==> src/acd_pkg.sv <==
// Shared types, constants and pulse decode functions for the algebraic
// codebook pulse decoder. No dependencies.
package acd_pkg;

  localparam int unsigned VECTOR_LENGTH = 64;
  localparam int unsigned POS_W         = $clog2(VECTOR_LENGTH);
  localparam int unsigned CODE_W        = 7;
  localparam int unsigned WORD_W        = 14;
  localparam int unsigned NUM_WORDS     = 8;
  localparam int unsigned NUM_TRACKS    = 4;
  localparam int unsigned SLOTS_PER_TRK = 4;
  localparam int unsigned NUM_PULSES    = NUM_TRACKS * SLOTS_PER_TRK;
  localparam int unsigned PCNT_W        = $clog2(NUM_PULSES);
  localparam int unsigned VALUE_W       = 4;

  // Bit budgets that are decoded
  localparam logic [CODE_W-1:0] MODE_12 = 7'd12;
  localparam logic [CODE_W-1:0] MODE_16 = 7'd16;
  localparam logic [CODE_W-1:0] MODE_20 = 7'd20;
  localparam logic [CODE_W-1:0] MODE_28 = 7'd28;
  localparam logic [CODE_W-1:0] MODE_36 = 7'd36;
  localparam logic [CODE_W-1:0] MODE_44 = 7'd44;
  localparam logic [CODE_W-1:0] MODE_52 = 7'd52;
  localparam logic [CODE_W-1:0] MODE_64 = 7'd64;

  // Split codes of the four-pulse track word
  localparam logic [1:0] SPLIT_ONE_HALF = 2'd0;
  localparam logic [1:0] SPLIT_1_3      = 2'd1;
  localparam logic [1:0] SPLIT_2_2      = 2'd2;
  localparam logic [1:0] SPLIT_3_1      = 2'd3;

  typedef logic [NUM_WORDS-1:0][WORD_W-1:0] index_words_t;

  typedef struct packed {
    logic             vld;
    logic             neg;
    logic [POS_W-1:0] addr;
  } pulse_t;

  typedef pulse_t [1:0]               pulse_pair_t;
  typedef pulse_t [2:0]               pulse_triple_t;
  typedef pulse_t [SLOTS_PER_TRK-1:0] track_pulses_t;
  typedef pulse_t [NUM_PULSES-1:0]    pulse_list_t;

  // Control handed from the sequencer to every cell
  typedef struct packed {
    logic clear;
    logic acc_en;
    logic shift_en;
  } cell_ctrl_t;

  // Sample address = 4*pos + track, wrapping over the vector
  function automatic pulse_t put_pulse(logic [4:0] pos, logic [POS_W-1:0] track,
                                       logic neg);
    pulse_t p;
    p.vld  = 1'b1;
    p.neg  = neg;
    p.addr = {pos[3:0], 2'b00} + track;
    return p;
  endfunction

  function automatic pulse_t one_pulse(logic [15:0] word, int unsigned m,
                                       logic [4:0] base, logic [POS_W-1:0] track);
    logic [15:0] mask;
    logic [4:0]  pos;
    mask = 16'((32'd1 << m) - 32'd1);
    pos  = 5'(word & mask) + base;
    return put_pulse(pos, track, word[m]);
  endfunction

  // Second pulse flips sign when its position is below the first
  function automatic pulse_pair_t two_pulses(logic [15:0] word, int unsigned m,
                                             logic [4:0] base,
                                             logic [POS_W-1:0] track);
    logic [15:0] mask;
    logic [4:0]  first;
    logic [4:0]  second;
    logic        neg;
    pulse_pair_t pr;
    mask   = 16'((32'd1 << m) - 32'd1);
    first  = 5'((word >> m) & mask) + base;
    second = 5'(word & mask) + base;
    neg    = word[2*m];
    pr[0]  = put_pulse(first, track, neg);
    pr[1]  = put_pulse(second, track, (second < first) ? !neg : neg);
    return pr;
  endfunction

  function automatic pulse_triple_t three_pulses(logic [15:0] word, int unsigned m,
                                                 logic [4:0] base,
                                                 logic [POS_W-1:0] track);
    logic [15:0]   low_mask;
    logic [15:0]   hi_mask;
    logic [4:0]    half;
    pulse_pair_t   pr;
    pulse_triple_t tr;
    low_mask = 16'((32'd1 << (2*m - 1)) - 32'd1);
    hi_mask  = 16'((32'd1 << (m + 1)) - 32'd1);
    half     = base + (word[2*m-1] ? 5'(32'd1 << (m - 1)) : 5'd0);
    pr       = two_pulses(word & low_mask, m - 1, half, track);
    tr[1:0]  = pr;
    tr[2]    = one_pulse((word >> (2*m)) & hi_mask, m, base, track);
    return tr;
  endfunction

  function automatic track_pulses_t four_in_half(logic [15:0] word, logic [4:0] base,
                                                 logic [POS_W-1:0] track);
    logic [4:0]    quarter;
    track_pulses_t tp;
    quarter = base + (word[5] ? 5'd4 : 5'd0);
    tp[1:0] = two_pulses(word & 16'd31, 2, quarter, track);
    tp[3:2] = two_pulses((word >> 6) & 16'd127, 3, base, track);
    return tp;
  endfunction

  function automatic track_pulses_t four_pulses(logic [15:0] word,
                                                logic [POS_W-1:0] track);
    track_pulses_t tp;
    case (word[15:14])
      SPLIT_ONE_HALF: tp = four_in_half(word, word[13] ? 5'd8 : 5'd0, track);
      SPLIT_1_3: begin
        tp[0]   = one_pulse(word >> 10, 3, 5'd0, track);
        tp[3:1] = three_pulses(word, 3, 5'd8, track);
      end
      SPLIT_2_2: begin
        tp[1:0] = two_pulses(word >> 7, 3, 5'd0, track);
        tp[3:2] = two_pulses(word, 3, 5'd8, track);
      end
      default: begin
        tp[2:0] = three_pulses(word >> 4, 3, 5'd0, track);
        tp[3]   = one_pulse(word, 3, 5'd8, track);
      end
    endcase
    return tp;
  endfunction

  // Five-bit pulse: 4-bit position, sign on bit 4
  function automatic pulse_t five_bit_pulse(logic [WORD_W-1:0] word,
                                            logic [POS_W-1:0] track);
    return put_pulse({1'b0, word[3:0]}, track, word[4]);
  endfunction

  // Full pulse list of one subframe; in modes 20 to 64, slots 4t..4t+3 belong to track t
  function automatic pulse_list_t decode_pulses(logic [CODE_W-1:0] bits,
                                                index_words_t w);
    pulse_list_t       pl;
    logic [15:0]       wd;
    logic [POS_W-1:0]  trk;
    pl = '0;
    unique case (bits)
      MODE_12: begin
        pl[0] = five_bit_pulse(w[1], {w[0][4:0], 1'b0});
        pl[1] = five_bit_pulse(w[3], {w[2][4:0], 1'b1});
      end
      MODE_16: begin
        pl[0] = five_bit_pulse(w[1], POS_W'(0));
        if (w[0] == '0) begin
          pl[4] = five_bit_pulse(w[2], POS_W'(2));
          pl[8] = five_bit_pulse(w[3], POS_W'(3));
        end else begin
          pl[4] = five_bit_pulse(w[2], POS_W'(1));
          pl[8] = five_bit_pulse(w[3], POS_W'(2));
        end
      end
      MODE_20, MODE_28, MODE_36, MODE_44, MODE_52, MODE_64: begin
        for (int t = 0; t < NUM_TRACKS; t++) begin
          trk = POS_W'(t);
          wd  = {2'b00, w[t]};
          if (bits == MODE_20 || (bits == MODE_28 && t >= 2)) begin
            pl[4*t] = one_pulse(wd, 4, 5'd0, trk);
          end else if (bits == MODE_36 || bits == MODE_28 ||
                       (bits == MODE_44 && t >= 2)) begin
            pl[4*t +: 2] = two_pulses(wd, 4, 5'd0, trk);
          end else if (bits == MODE_44 || bits == MODE_52) begin
            pl[4*t +: 3] = three_pulses(wd, 4, 5'd0, trk);
          end else begin
            pl[4*t +: 4] = four_pulses({w[t][1:0], w[t+4]}, trk);
          end
        end
      end
      default: pl = '0;
    endcase
    return pl;
  endfunction

endpackage

==> src/acd_in_if.sv <==
// Input channel: one subframe's bit budget and codebook index words.
// Depends on acd_pkg for field widths.
interface acd_in_if;
  logic                                valid;
  logic                                ready;
  logic [acd_pkg::CODE_W-1:0]          bit_budget;
  logic [acd_pkg::WORD_W-1:0]          pulse_index_0;
  logic [acd_pkg::WORD_W-1:0]          pulse_index_1;
  logic [acd_pkg::WORD_W-1:0]          pulse_index_2;
  logic [acd_pkg::WORD_W-1:0]          pulse_index_3;
  logic [acd_pkg::WORD_W-1:0]          pulse_index_4;
  logic [acd_pkg::WORD_W-1:0]          pulse_index_5;
  logic [acd_pkg::WORD_W-1:0]          pulse_index_6;
  logic [acd_pkg::WORD_W-1:0]          pulse_index_7;

  modport source (output valid, bit_budget, pulse_index_0, pulse_index_1, pulse_index_2,
                  pulse_index_3, pulse_index_4, pulse_index_5, pulse_index_6,
                  pulse_index_7, input ready);
  modport sink   (input valid, bit_budget, pulse_index_0, pulse_index_1, pulse_index_2,
                  pulse_index_3, pulse_index_4, pulse_index_5, pulse_index_6,
                  pulse_index_7, output ready);
endinterface

==> src/acd_out_if.sv <==
// Result channel: one pulse vector sample per transaction.
// Depends on acd_pkg for field widths.
interface acd_out_if;
  logic                                valid;
  logic                                ready;
  logic [acd_pkg::POS_W-1:0]           sample_position;
  logic signed [acd_pkg::VALUE_W-1:0]  pulse_value;
  logic                                last_sample;

  modport source (output valid, sample_position, pulse_value, last_sample, input ready);
  modport sink   (input valid, sample_position, pulse_value, last_sample, output ready);
endinterface

==> src/acd_pulse_queue.sv <==
// Decodes the index words into a list of signed pulses and hands them out
// one per cycle while step is high. Depends on acd_pkg.
module acd_pulse_queue (
  input  logic                          clk,
  input  logic                          load,
  input  logic                          step,
  input  logic [acd_pkg::CODE_W-1:0]    bit_budget,
  input  acd_pkg::index_words_t         words,
  output acd_pkg::pulse_t               head
);
  import acd_pkg::*;

  pulse_list_t list_r;
  pulse_list_t list_nxt;

  // Load the decoded list, then shift toward slot 0
  always_comb begin
    list_nxt = list_r;
    if (load) begin
      list_nxt = decode_pulses(bit_budget, words);
    end else if (step) begin
      list_nxt = {pulse_t'('0), list_r[NUM_PULSES-1:1]};
    end
  end

  always_ff @(posedge clk) begin
    list_r <= list_nxt;
  end

  assign head = list_r[0];

endmodule

==> src/acd_cell.sv <==
// One sample of the pulse vector: sums pulses aimed at its address and
// passes its value to the lower neighbor while draining. Depends on acd_pkg.
module acd_cell (
  input  logic                               clk,
  input  acd_pkg::cell_ctrl_t                ctrl,
  input  logic [acd_pkg::POS_W-1:0]          cell_idx,
  input  acd_pkg::pulse_t                    pulse,
  input  logic signed [acd_pkg::VALUE_W-1:0] nbr_val,
  output logic signed [acd_pkg::VALUE_W-1:0] val
);
  import acd_pkg::*;

  logic signed [VALUE_W-1:0] val_r;
  logic signed [VALUE_W-1:0] val_nxt;

  // Clear, accumulate a matching pulse, or take the neighbor's value
  always_comb begin
    val_nxt = val_r;
    if (ctrl.clear) begin
      val_nxt = '0;
    end else if (ctrl.acc_en && pulse.vld && pulse.addr == cell_idx) begin
      val_nxt = pulse.neg ? val_r - VALUE_W'(1) : val_r + VALUE_W'(1);
    end else if (ctrl.shift_en) begin
      val_nxt = nbr_val;
    end
  end

  always_ff @(posedge clk) begin
    val_r <= val_nxt;
  end

  assign val = val_r;

endmodule

==> src/algebraic_codebook_pulse_decoder_top.sv <==
// Top level of the algebraic codebook pulse decoder: sequencer, pulse queue,
// a chain of sample cells and the output register. Depends on acd_pkg,
// acd_in_if, acd_out_if, acd_pulse_queue and acd_cell.
//
//  channel | dir | transaction carries
//  --------+-----+----------------------------------------------------------
//  in_ch   | in  | bit_budget, pulse_index_0..7 (one subframe)
//  out_ch  | out | sample_position, pulse_value, last_sample (64 per subframe)
//
// After acceptance the 16-entry pulse queue is applied to the cell chain one
// pulse per cycle, then the chain shifts one sample a cycle into the output
// register whenever the output register is free or out_ch.ready takes its sample.
// Reset clears the sequencer and the output valid; cells clear on acceptance.
// out_ch.ready low freezes the chain; in_ch.ready is high only when idle, and
// a new subframe may enter while the final sample still waits at the output.
module algebraic_codebook_pulse_decoder_top (
  input  logic       clk,
  input  logic       rst_n,
  acd_in_if.sink     in_ch,
  acd_out_if.source  out_ch
);
  import acd_pkg::*;

  typedef enum logic [1:0] {
    ST_IDLE,
    ST_ACCUM,
    ST_DRAIN
  } state_t;

  state_t                    state_r;
  state_t                    state_nxt;
  logic [PCNT_W-1:0]         pcnt_r;
  logic [PCNT_W-1:0]         pcnt_nxt;
  logic [POS_W-1:0]          pos_r;
  logic [POS_W-1:0]          pos_nxt;
  logic                      out_valid_r;
  logic                      out_valid_nxt;
  logic [POS_W-1:0]          out_pos_r;
  logic [POS_W-1:0]          out_pos_nxt;
  logic signed [VALUE_W-1:0] out_value_r;
  logic signed [VALUE_W-1:0] out_value_nxt;
  logic                      out_last_r;
  logic                      out_last_nxt;

  logic                      in_fire;
  logic                      out_load;
  cell_ctrl_t                ctrl;
  pulse_t                    head;
  index_words_t              words;
  logic signed [VALUE_W-1:0] chain [VECTOR_LENGTH+1];

  assign in_fire  = in_ch.valid && in_ch.ready;
  assign out_load = (state_r == ST_DRAIN) && (!out_valid_r || out_ch.ready);

  assign words[0] = in_ch.pulse_index_0;
  assign words[1] = in_ch.pulse_index_1;
  assign words[2] = in_ch.pulse_index_2;
  assign words[3] = in_ch.pulse_index_3;
  assign words[4] = in_ch.pulse_index_4;
  assign words[5] = in_ch.pulse_index_5;
  assign words[6] = in_ch.pulse_index_6;
  assign words[7] = in_ch.pulse_index_7;

  // Cell control
  assign ctrl.clear    = in_fire;
  assign ctrl.acc_en   = (state_r == ST_ACCUM);
  assign ctrl.shift_en = out_load;

  acd_pulse_queue u_queue (
    .clk        (clk),
    .load       (in_fire),
    .step       (ctrl.acc_en),
    .bit_budget (in_ch.bit_budget),
    .words      (words),
    .head       (head)
  );

  // Cell chain; the top cell is fed zero while draining
  assign chain[VECTOR_LENGTH] = '0;
  for (genvar k = 0; k < VECTOR_LENGTH; k++) begin : g_cell
    acd_cell u_cell (
      .clk      (clk),
      .ctrl     (ctrl),
      .cell_idx (POS_W'(k)),
      .pulse    (head),
      .nbr_val  (chain[k+1]),
      .val      (chain[k])
    );
  end

  // Sequencer and output register
  always_comb begin
    state_nxt     = state_r;
    pcnt_nxt      = pcnt_r;
    pos_nxt       = pos_r;
    out_valid_nxt = out_valid_r;
    out_pos_nxt   = out_pos_r;
    out_value_nxt = out_value_r;
    out_last_nxt  = out_last_r;

    if (out_valid_r && out_ch.ready) begin
      out_valid_nxt = 1'b0;
    end

    unique case (state_r)
      ST_IDLE: begin
        if (in_fire) begin
          state_nxt = ST_ACCUM;
          pcnt_nxt  = '0;
        end
      end
      ST_ACCUM: begin
        pcnt_nxt = pcnt_r + PCNT_W'(1);
        if (pcnt_r == PCNT_W'(NUM_PULSES - 1)) begin
          state_nxt = ST_DRAIN;
          pos_nxt   = '0;
        end
      end
      ST_DRAIN: begin
        if (out_load) begin
          out_valid_nxt = 1'b1;
          out_pos_nxt   = pos_r;
          out_value_nxt = chain[0];
          out_last_nxt  = (pos_r == POS_W'(VECTOR_LENGTH - 1));
          pos_nxt       = pos_r + POS_W'(1);
          if (pos_r == POS_W'(VECTOR_LENGTH - 1)) begin
            state_nxt = ST_IDLE;
          end
        end
      end
      default: state_nxt = ST_IDLE;
    endcase
  end

  always_ff @(posedge clk) begin
    if (!rst_n) begin
      state_r     <= ST_IDLE;
      pcnt_r      <= '0;
      pos_r       <= '0;
      out_valid_r <= 1'b0;
    end else begin
      state_r     <= state_nxt;
      pcnt_r      <= pcnt_nxt;
      pos_r       <= pos_nxt;
      out_valid_r <= out_valid_nxt;
    end
    out_pos_r   <= out_pos_nxt;
    out_value_r <= out_value_nxt;
    out_last_r  <= out_last_nxt;
  end

  assign in_ch.ready            = (state_r == ST_IDLE);
  assign out_ch.valid           = out_valid_r;
  assign out_ch.sample_position = out_pos_r;
  assign out_ch.pulse_value     = out_value_r;
  assign out_ch.last_sample     = out_last_r;

  // Checks
  a_last_at_end: assert property (@(posedge clk) disable iff (!rst_n)
    out_valid_r && out_last_r |-> out_pos_r == POS_W'(VECTOR_LENGTH - 1))
    else $error("last sample flagged at wrong position");

  a_accept_starts_accum: assert property (@(posedge clk) disable iff (!rst_n)
    in_fire |=> state_r == ST_ACCUM && pcnt_r == '0)
    else $error("accepted subframe did not start accumulation");

  a_value_range: assert property (@(posedge clk) disable iff (!rst_n)
    out_valid_r |-> out_value_r >= -4 && out_value_r <= 4)
    else $error("pulse sum out of range");

  a_drain_order: assert property (@(posedge clk) disable iff (!rst_n)
    out_load && $past(out_load) && $past(state_r) == ST_DRAIN
    |-> pos_r == $past(pos_r) + POS_W'(1))
    else $error("sample positions not consecutive");

endmodule

==> src/flat_wrapper.sv <==
// flat-port wrapper written by rule: the top's interface ports become plain ports
module algebraic_codebook_pulse_decoder_top_flat import acd_pkg::*;
  (clk, rst_n, in_ch_valid, in_ch_bit_budget, in_ch_pulse_index_0, in_ch_pulse_index_1, in_ch_pulse_index_2, in_ch_pulse_index_3, in_ch_pulse_index_4, in_ch_pulse_index_5, in_ch_pulse_index_6, in_ch_pulse_index_7, in_ch_ready, out_ch_valid, out_ch_sample_position, out_ch_pulse_value, out_ch_last_sample, out_ch_ready);
  acd_in_if in_ch_i ();
  acd_out_if out_ch_i ();
  input  logic clk;
  input  logic rst_n;
  input wire logic [$bits(in_ch_i.valid)-1:0] in_ch_valid;
  input wire logic [$bits(in_ch_i.bit_budget)-1:0] in_ch_bit_budget;
  input wire logic [$bits(in_ch_i.pulse_index_0)-1:0] in_ch_pulse_index_0;
  input wire logic [$bits(in_ch_i.pulse_index_1)-1:0] in_ch_pulse_index_1;
  input wire logic [$bits(in_ch_i.pulse_index_2)-1:0] in_ch_pulse_index_2;
  input wire logic [$bits(in_ch_i.pulse_index_3)-1:0] in_ch_pulse_index_3;
  input wire logic [$bits(in_ch_i.pulse_index_4)-1:0] in_ch_pulse_index_4;
  input wire logic [$bits(in_ch_i.pulse_index_5)-1:0] in_ch_pulse_index_5;
  input wire logic [$bits(in_ch_i.pulse_index_6)-1:0] in_ch_pulse_index_6;
  input wire logic [$bits(in_ch_i.pulse_index_7)-1:0] in_ch_pulse_index_7;
  output wire logic [$bits(in_ch_i.ready)-1:0] in_ch_ready;
  output wire logic [$bits(out_ch_i.valid)-1:0] out_ch_valid;
  output wire logic [$bits(out_ch_i.sample_position)-1:0] out_ch_sample_position;
  output wire logic [$bits(out_ch_i.pulse_value)-1:0] out_ch_pulse_value;
  output wire logic [$bits(out_ch_i.last_sample)-1:0] out_ch_last_sample;
  input wire logic [$bits(out_ch_i.ready)-1:0] out_ch_ready;
  assign in_ch_i.valid = in_ch_valid;
  assign in_ch_i.bit_budget = in_ch_bit_budget;
  assign in_ch_i.pulse_index_0 = in_ch_pulse_index_0;
  assign in_ch_i.pulse_index_1 = in_ch_pulse_index_1;
  assign in_ch_i.pulse_index_2 = in_ch_pulse_index_2;
  assign in_ch_i.pulse_index_3 = in_ch_pulse_index_3;
  assign in_ch_i.pulse_index_4 = in_ch_pulse_index_4;
  assign in_ch_i.pulse_index_5 = in_ch_pulse_index_5;
  assign in_ch_i.pulse_index_6 = in_ch_pulse_index_6;
  assign in_ch_i.pulse_index_7 = in_ch_pulse_index_7;
  assign in_ch_ready = in_ch_i.ready;
  assign out_ch_valid = out_ch_i.valid;
  assign out_ch_sample_position = out_ch_i.sample_position;
  assign out_ch_pulse_value = out_ch_i.pulse_value;
  assign out_ch_last_sample = out_ch_i.last_sample;
  assign out_ch_i.ready = out_ch_ready;
  algebraic_codebook_pulse_decoder_top u_core (.clk(clk), .rst_n(rst_n), .in_ch(in_ch_i), .out_ch(out_ch_i));
endmodule
==> config.mk <==
export PLATFORM = sky130hd
export DESIGN_NAME = algebraic_codebook_pulse_decoder_top_flat
export DESIGN_NICKNAME = d
export VERILOG_FILES = /design/src/acd_pkg.sv /design/src/acd_in_if.sv /design/src/acd_out_if.sv /design/src/acd_pulse_queue.sv /design/src/acd_cell.sv /design/src/algebraic_codebook_pulse_decoder_top.sv /design/src/flat_wrapper.sv
export SDC_FILE = /design/constraint.sdc
export NUM_CORES = 1
export LEC_CHECK = 0
export ABC_AREA = 0
export CAP_MARGIN = 10
export CORE_UTILIZATION = 35
export DETAILED_ROUTE_END_ITERATION = 12
export DONT_BUFFER_PORTS = 1
export PLACE_DENSITY = 0.6
export SYNTH_ARGS = -nofsm -noshare
export SYNTH_HDL_FRONTEND = slang
export SYNTH_HIERARCHICAL = 1
export SYNTH_SLANG_ARGS = --single-unit
==> constraint.sdc <==
create_clock -name clk -period 27 [get_ports clk]
set_clock_uncertainty 0.2 [all_clocks]
set_input_delay 1.35 -clock clk [delete_from_list [all_inputs] [get_ports clk]]
set_output_delay 1.35 -clock clk [all_outputs]
set_load 0.01 [all_outputs]
After elaboration in Yosys (flattened, before gate mapping)

Cells that the tools add are included.

Register bits after elaboration: 408
Output and inout bits: 13
Input bits: 123
Logic and storage cells: 964

Order comparisons: 32
Add/sub/neg operators: 248
Reduce and logical (&&, ||, !) cells: 181
Multiplexer cells: 297
Eq/ne operators: 87

Operator list:

| operator                                          | count |
|---|---|
| two-way mux 4 bit                                 | 201 |
| case mux 31 bit (3 select lines)                  | 4 |
| adder 4 x 2 -> 4 bit (second input constant)      | 64 |
| two-way mux 128 bit                               | 2 |
| subtractor 4 x 2 -> 4 bit (second input constant) | 64 |
| two-way mux 24 bit                                | 9 |
| adder 6 x 2 -> 6 bit (second input constant)      | 33 |
| == test 6 bit (second input constant)             | 33 |
| two-way mux 32 bit                                | 5 |
| two-way mux 16 bit                                | 9 |
| nonzero test 2 bit                                | 67 |
| adder 6 x 1 -> 6 bit (second input constant)      | 18 |
| < comparator 5 bit                                | 20 |
| == test 6 x 5 -> 1 bit (second input constant)    | 16 |
| adder 2 x 5 -> 5 bit                              | 16 |
| adder 3 x 4 -> 5 bit                              | 16 |
| logical AND 1 bit                                 | 68 |
| two-way mux 8 bit                                 | 8 |
| two-way mux 56 bit                                | 1 |
| == test 6 x 4 -> 1 bit (second input constant)    | 8 |
| case mux 8 bit (2 select lines)                   | 3 |
| adder 3 x 4 -> 5 bit (second input constant)      | 8 |
| two-way mux 1 bit                                 | 35 |
| adder 2 x 3 -> 4 bit                              | 8 |
| 37 further kinds                                  | 129 |

Logic depth before layout (Yosys ltp)

Word-level depth: 16
Gate-level depth with buffers: 11

Modules after synthesis

Netlist, hierarchy kept.

By module, submodules not included:

| module                               | sequential area each (um2) | times used | area each (um2) | cells an instance |
|---|---|---|---|---|
| acd_cell                             | 80.1                       | 64         | 381.6           | 42 |
| acd_pulse_queue                      | 3483.3                     | 1          | 9698.1          | 1058 |
| algebraic_codebook_pulse_decoder_top | 590.6                      | 1          | 987.2           | 85 |

Worst setup path before layout

No wires, ideal clock.

Path type: input to register
Start: input in_ch_valid
End: register u_core.u_queue.list_r (netlist bit u_core/u_queue/head[0]) (enable)
Slack: 17523 ps
Path buffers: 2
Required time: 26374 ps
Data arrival time: 8851 ps
Stages: 4
Library setup time: 426 ps
Cells stage by stage: and2_1 clkbuf_1 clkbuf_1 or2_2

Longest elaborated chain between the ends: 2

Ends and longest elaborated chain:

| item                         | line                                       | RTL |
|---|---|---|
| start: declaration           | flat_wrapper.sv:8                          | `input wire logic [$bits(in_ch_i.valid)-1:0] in_ch_valid;` |
| logical AND 1 bit            | algebraic_codebook_pulse_decoder_top.sv:52 | `assign in_fire = in_ch.valid && in_ch.ready;` |
| nonzero test 2 bit (no line) | --                                         |  |
| end signal: assignment       | acd_pulse_queue.sv:27                      | `list_r <= list_nxt;` |
| end: declaration             | acd_pulse_queue.sv:13                      | `pulse_list_t list_r;` |

Every way passes these cells.
A chain may end at the register's enable or synchronous reset.

==> flow_summary.yaml <==
run_status:
  status: "finished, final reports clean"
finish:
  antenna_cells: 0
  register_area_um2: 9200
  finalNonFillerCells: 5537
  drive_gt1_share_pct: 14.2
  multi_input_area_um2: 25700
  fillers: 9847
  fin_util_pct: 40.2
  fin_nets: 4604
  area_growth_pct: 13.2
die:
  start_util_pct: 35.5
  dieWidth_um: 319
  dieArea_um2: 102000
  rows: 115
  die_h_um: 319
  ios: 136
  core_area_um2: 98900
clocking:
  clock_sinks: 396
  root_buffer: "clkbuf_16"
  cts_buffers: 49
  clk_pin_slew_worst_paths_ps: 60
  holdBufCountCts: 0
  cts_setup_buffers: 0
  cts_max_path_buffers: 3
  htreeDepth: 2
  ctsResizeCount: 0
  cts_tree: "done"
  clk_latency_ps: 610
route:
  via_count: 29100
  wl_um: 91800
  drc: 0
  drtIter0Drc: 1811
  avgRoutedWirePerCell_um: 16.6
  via_per_inst: 5.25
  ant_nets: 0
  dr.pass1.iters: 5
grt:
  grt_usage_pct: 17.7
  grt_pass1_vias: 28700
  grt_pass1_wl_um: 150000
  gr-total-overflow: 0
  grt_max_degree: 176
  grt_antenna_before_repair: 1
power_and_ir_drop:
  p_comb_share_pct: 24.7
  ir_drop_mv: 0.0465
  sw_frac_of_total_pct: 32.3
  power.density_nw_per_um2: 46.0
  p_leak_uw: 0.0147
  intPower_uw: 1240
  power.net_switching_uw: 590
  p_clk_share_pct: 39.0
  pwr-share-seq_pct: 36.3
timing:
  drv_slew: 0
  rsz0062_at_grt: "no"
  finalCritPeriodShare_pct: 15.5
  max_freq_mhz: 238
  worst-slew-pin-transition_ps: 1320
  final.min_clock_period_ps: 4200
  finalHoldViolations: 0
  setup_violations: 0
  finalSetupTns_ps: 0
  relSlewSlack_pct: 11.9
critical_path:
  cp-start-kind: "input pin"
  required_ps: 27240
  worstPathArrival_ps: 4430
  end_kind: "flop"
  crit_type: "in -> reg"
  r2r_slack_ps: 22980
  critical_path_peak_fanout: 175
place:
  numPlacedInstances: 5447
  gp_congestion: 0.854
  numPortBuffers: 0
  hpwl_um: 60600
synth:
  synth_edf_count: 127
  synth-simple-area-share_pct: 14.2
  synth-compound-area-share_pct: 24.1
  syn_avg_cell_area_um2: 9.16
  synthesis.area_um2: 35100
  syn_inst: 3831
  yosysSeqAreaShare_pct: 26.2
  synth-seq-cells: 396
  ys.flop_type: "dfxtp_1"
  synth_top_family_by_area: "compound AO/OA/AOI/OAI gates"
  synthAdderAreaFrac_pct: 11.0
  async_flop_share_pct: 0
  muxShareOfSynthArea_pct: 4.43
  ys_types: 84
  yosysWarnings: 6
  synth_xor_xnor_area_share_pct: 15.2
flow_run:
  drv_cap: 0
min_path:
  hold_class: "reg -> reg"
==> cells in the mapped netlist, types with 127 or more instances <==
| master | count | area, µm² |
|---|---|---|
| xor2_1 | 201 | 1760 |
| ha_1 | 204 | 2550 |
| a21oi_1 | 359 | 1800 |
| inv_1 | 331 | 1240 |
| nand2_1 | 199 | 747 |
| edfxtp_1 | 127 | 3810 |
| o21ai_0 | 130 | 651 |
| mux2_2 | 131 | 1480 |
| dfxtp_1 | 269 | 5390 |
| a211oi_1 | 141 | 1060 |
| nand3_1 | 146 | 731 |
| xnor2_1 | 410 | 3590 |
==> cells in the final DEF (no fill, tap or decap), types with 82 or more instances in the layout <==
| cell type | n |
|---|---|
| o21ai_0 | 129 |
| nand3_1 | 146 |
| dfxtp_1 | 269 |
| nand2_1 | 199 |
| inv_1 | 330 |
| a21oi_1 | 359 |
| edfxtp_1 | 127 |
| a21o_1 | 82 |
| a221oi_1 | 94 |
| conb_1 | 389 |
| ha_1 | 204 |
| a211oi_1 | 141 |
| mux2_2 | 131 |
| xor2_1 | 201 |
| xnor2_1 | 410 |
==> critical path, cell delays in order <==
cell	delay, ps
nand2b_1	140
nand2_1	190
inv_8	600
buf_12	550
buf_4	780
mux2_2	410
a21oi_1	120
a211oi_1	60
==> area by class of cell <==
type / instances / area share (%)
multi-input combinational: 3405 / 64.7
inverter: 333 / 3.18
tap: 1287 / 4.05
clock inverter: 26 / 0.875
clock buffer: 64 / 3.41
timing repair buffer: 26 / 0.586
sequential: 396 / 23.2
==> power by group through the flow <==
stage               Clock (µW)  Combinational, µW  Sequential, µW
floorplan                    0                366             667
global placement             0                438             676
detailed placement           0                449             676
CTS                        734                451             664
global route               754                503             666
finish                     713                452             663
==> sequential cells by signal (all words and copies together), names as in the netlist, 2 cells and up <==
signal                         cells
u_core/g_cell.u_cell/val         256
u_core/u_queue/list_r            108
u_core/u_queue/head                8
u_core/out_ch.sample_position      6
u_core/pos_r                       6
u_core/out_ch.pulse_value          4
u_core/pcnt_r                      4
u_core/state_r                     2
==> metrics by stage <==
step	power [µW]	worst slack (ps)	hold slack, ps	area [µm²]
after floorplan	1030	17520	230	36600
after global placement	1110	22110	257	38000
after detailed placement	1130	22130	267	38000
after CTS	1850	22780	282	39700
after global routing	1920	22520	293	39700
final	1830	22800	282	39700
==> per-layer routing <==
layer | global-route usage [%] | routed length (µm) | vias to the layer above
met3 | 3.27 | 5220 | 139
met2 | 30.0 | 43000 | 622
met1 | 22.8 | 41300 | 13800
met4 | 5.26 | 2290 | 2
met5 | 0 | 9 | -
li1 | - | - | 14500
==> logic make-up (layout without fill, tap and decap cells) <==
kind of cell | Yosys count | count (layout)
mux | 139 | 139
xor+xnor | 611 | 611
flops | 396 | 396
simple gates | 813 | 813
compound gates | 1183 | 1183
fa+ha+maj | 270 | 270
other cells | 2 | 389
buf+inv | 417 | 449
==> final timing paths <==
kind / depth (start not counted) / start / end
worst max-delay path: 8 / out_ch_ready / u_core/g_cell[37].u_cell/val[3]$_SDFFE_PP0P_
worst min-delay path: 0 / u_core/g_cell[0].u_cell/val[2]$_SDFFE_PP0P_ / u_core/out_ch.pulse_value[2]$_DFFE_PP_
worst max register to register: 5 / u_core/state_r[1]$_SDFFE_PN0P_ / u_core/u_queue/list_r[66]$_DFFE_PP_
worst min register to register: 0 / u_core/g_cell[0].u_cell/val[2]$_SDFFE_PP0P_ / u_core/out_ch.pulse_value[2]$_DFFE_PP_
Power figures use the tool's default switching activity.
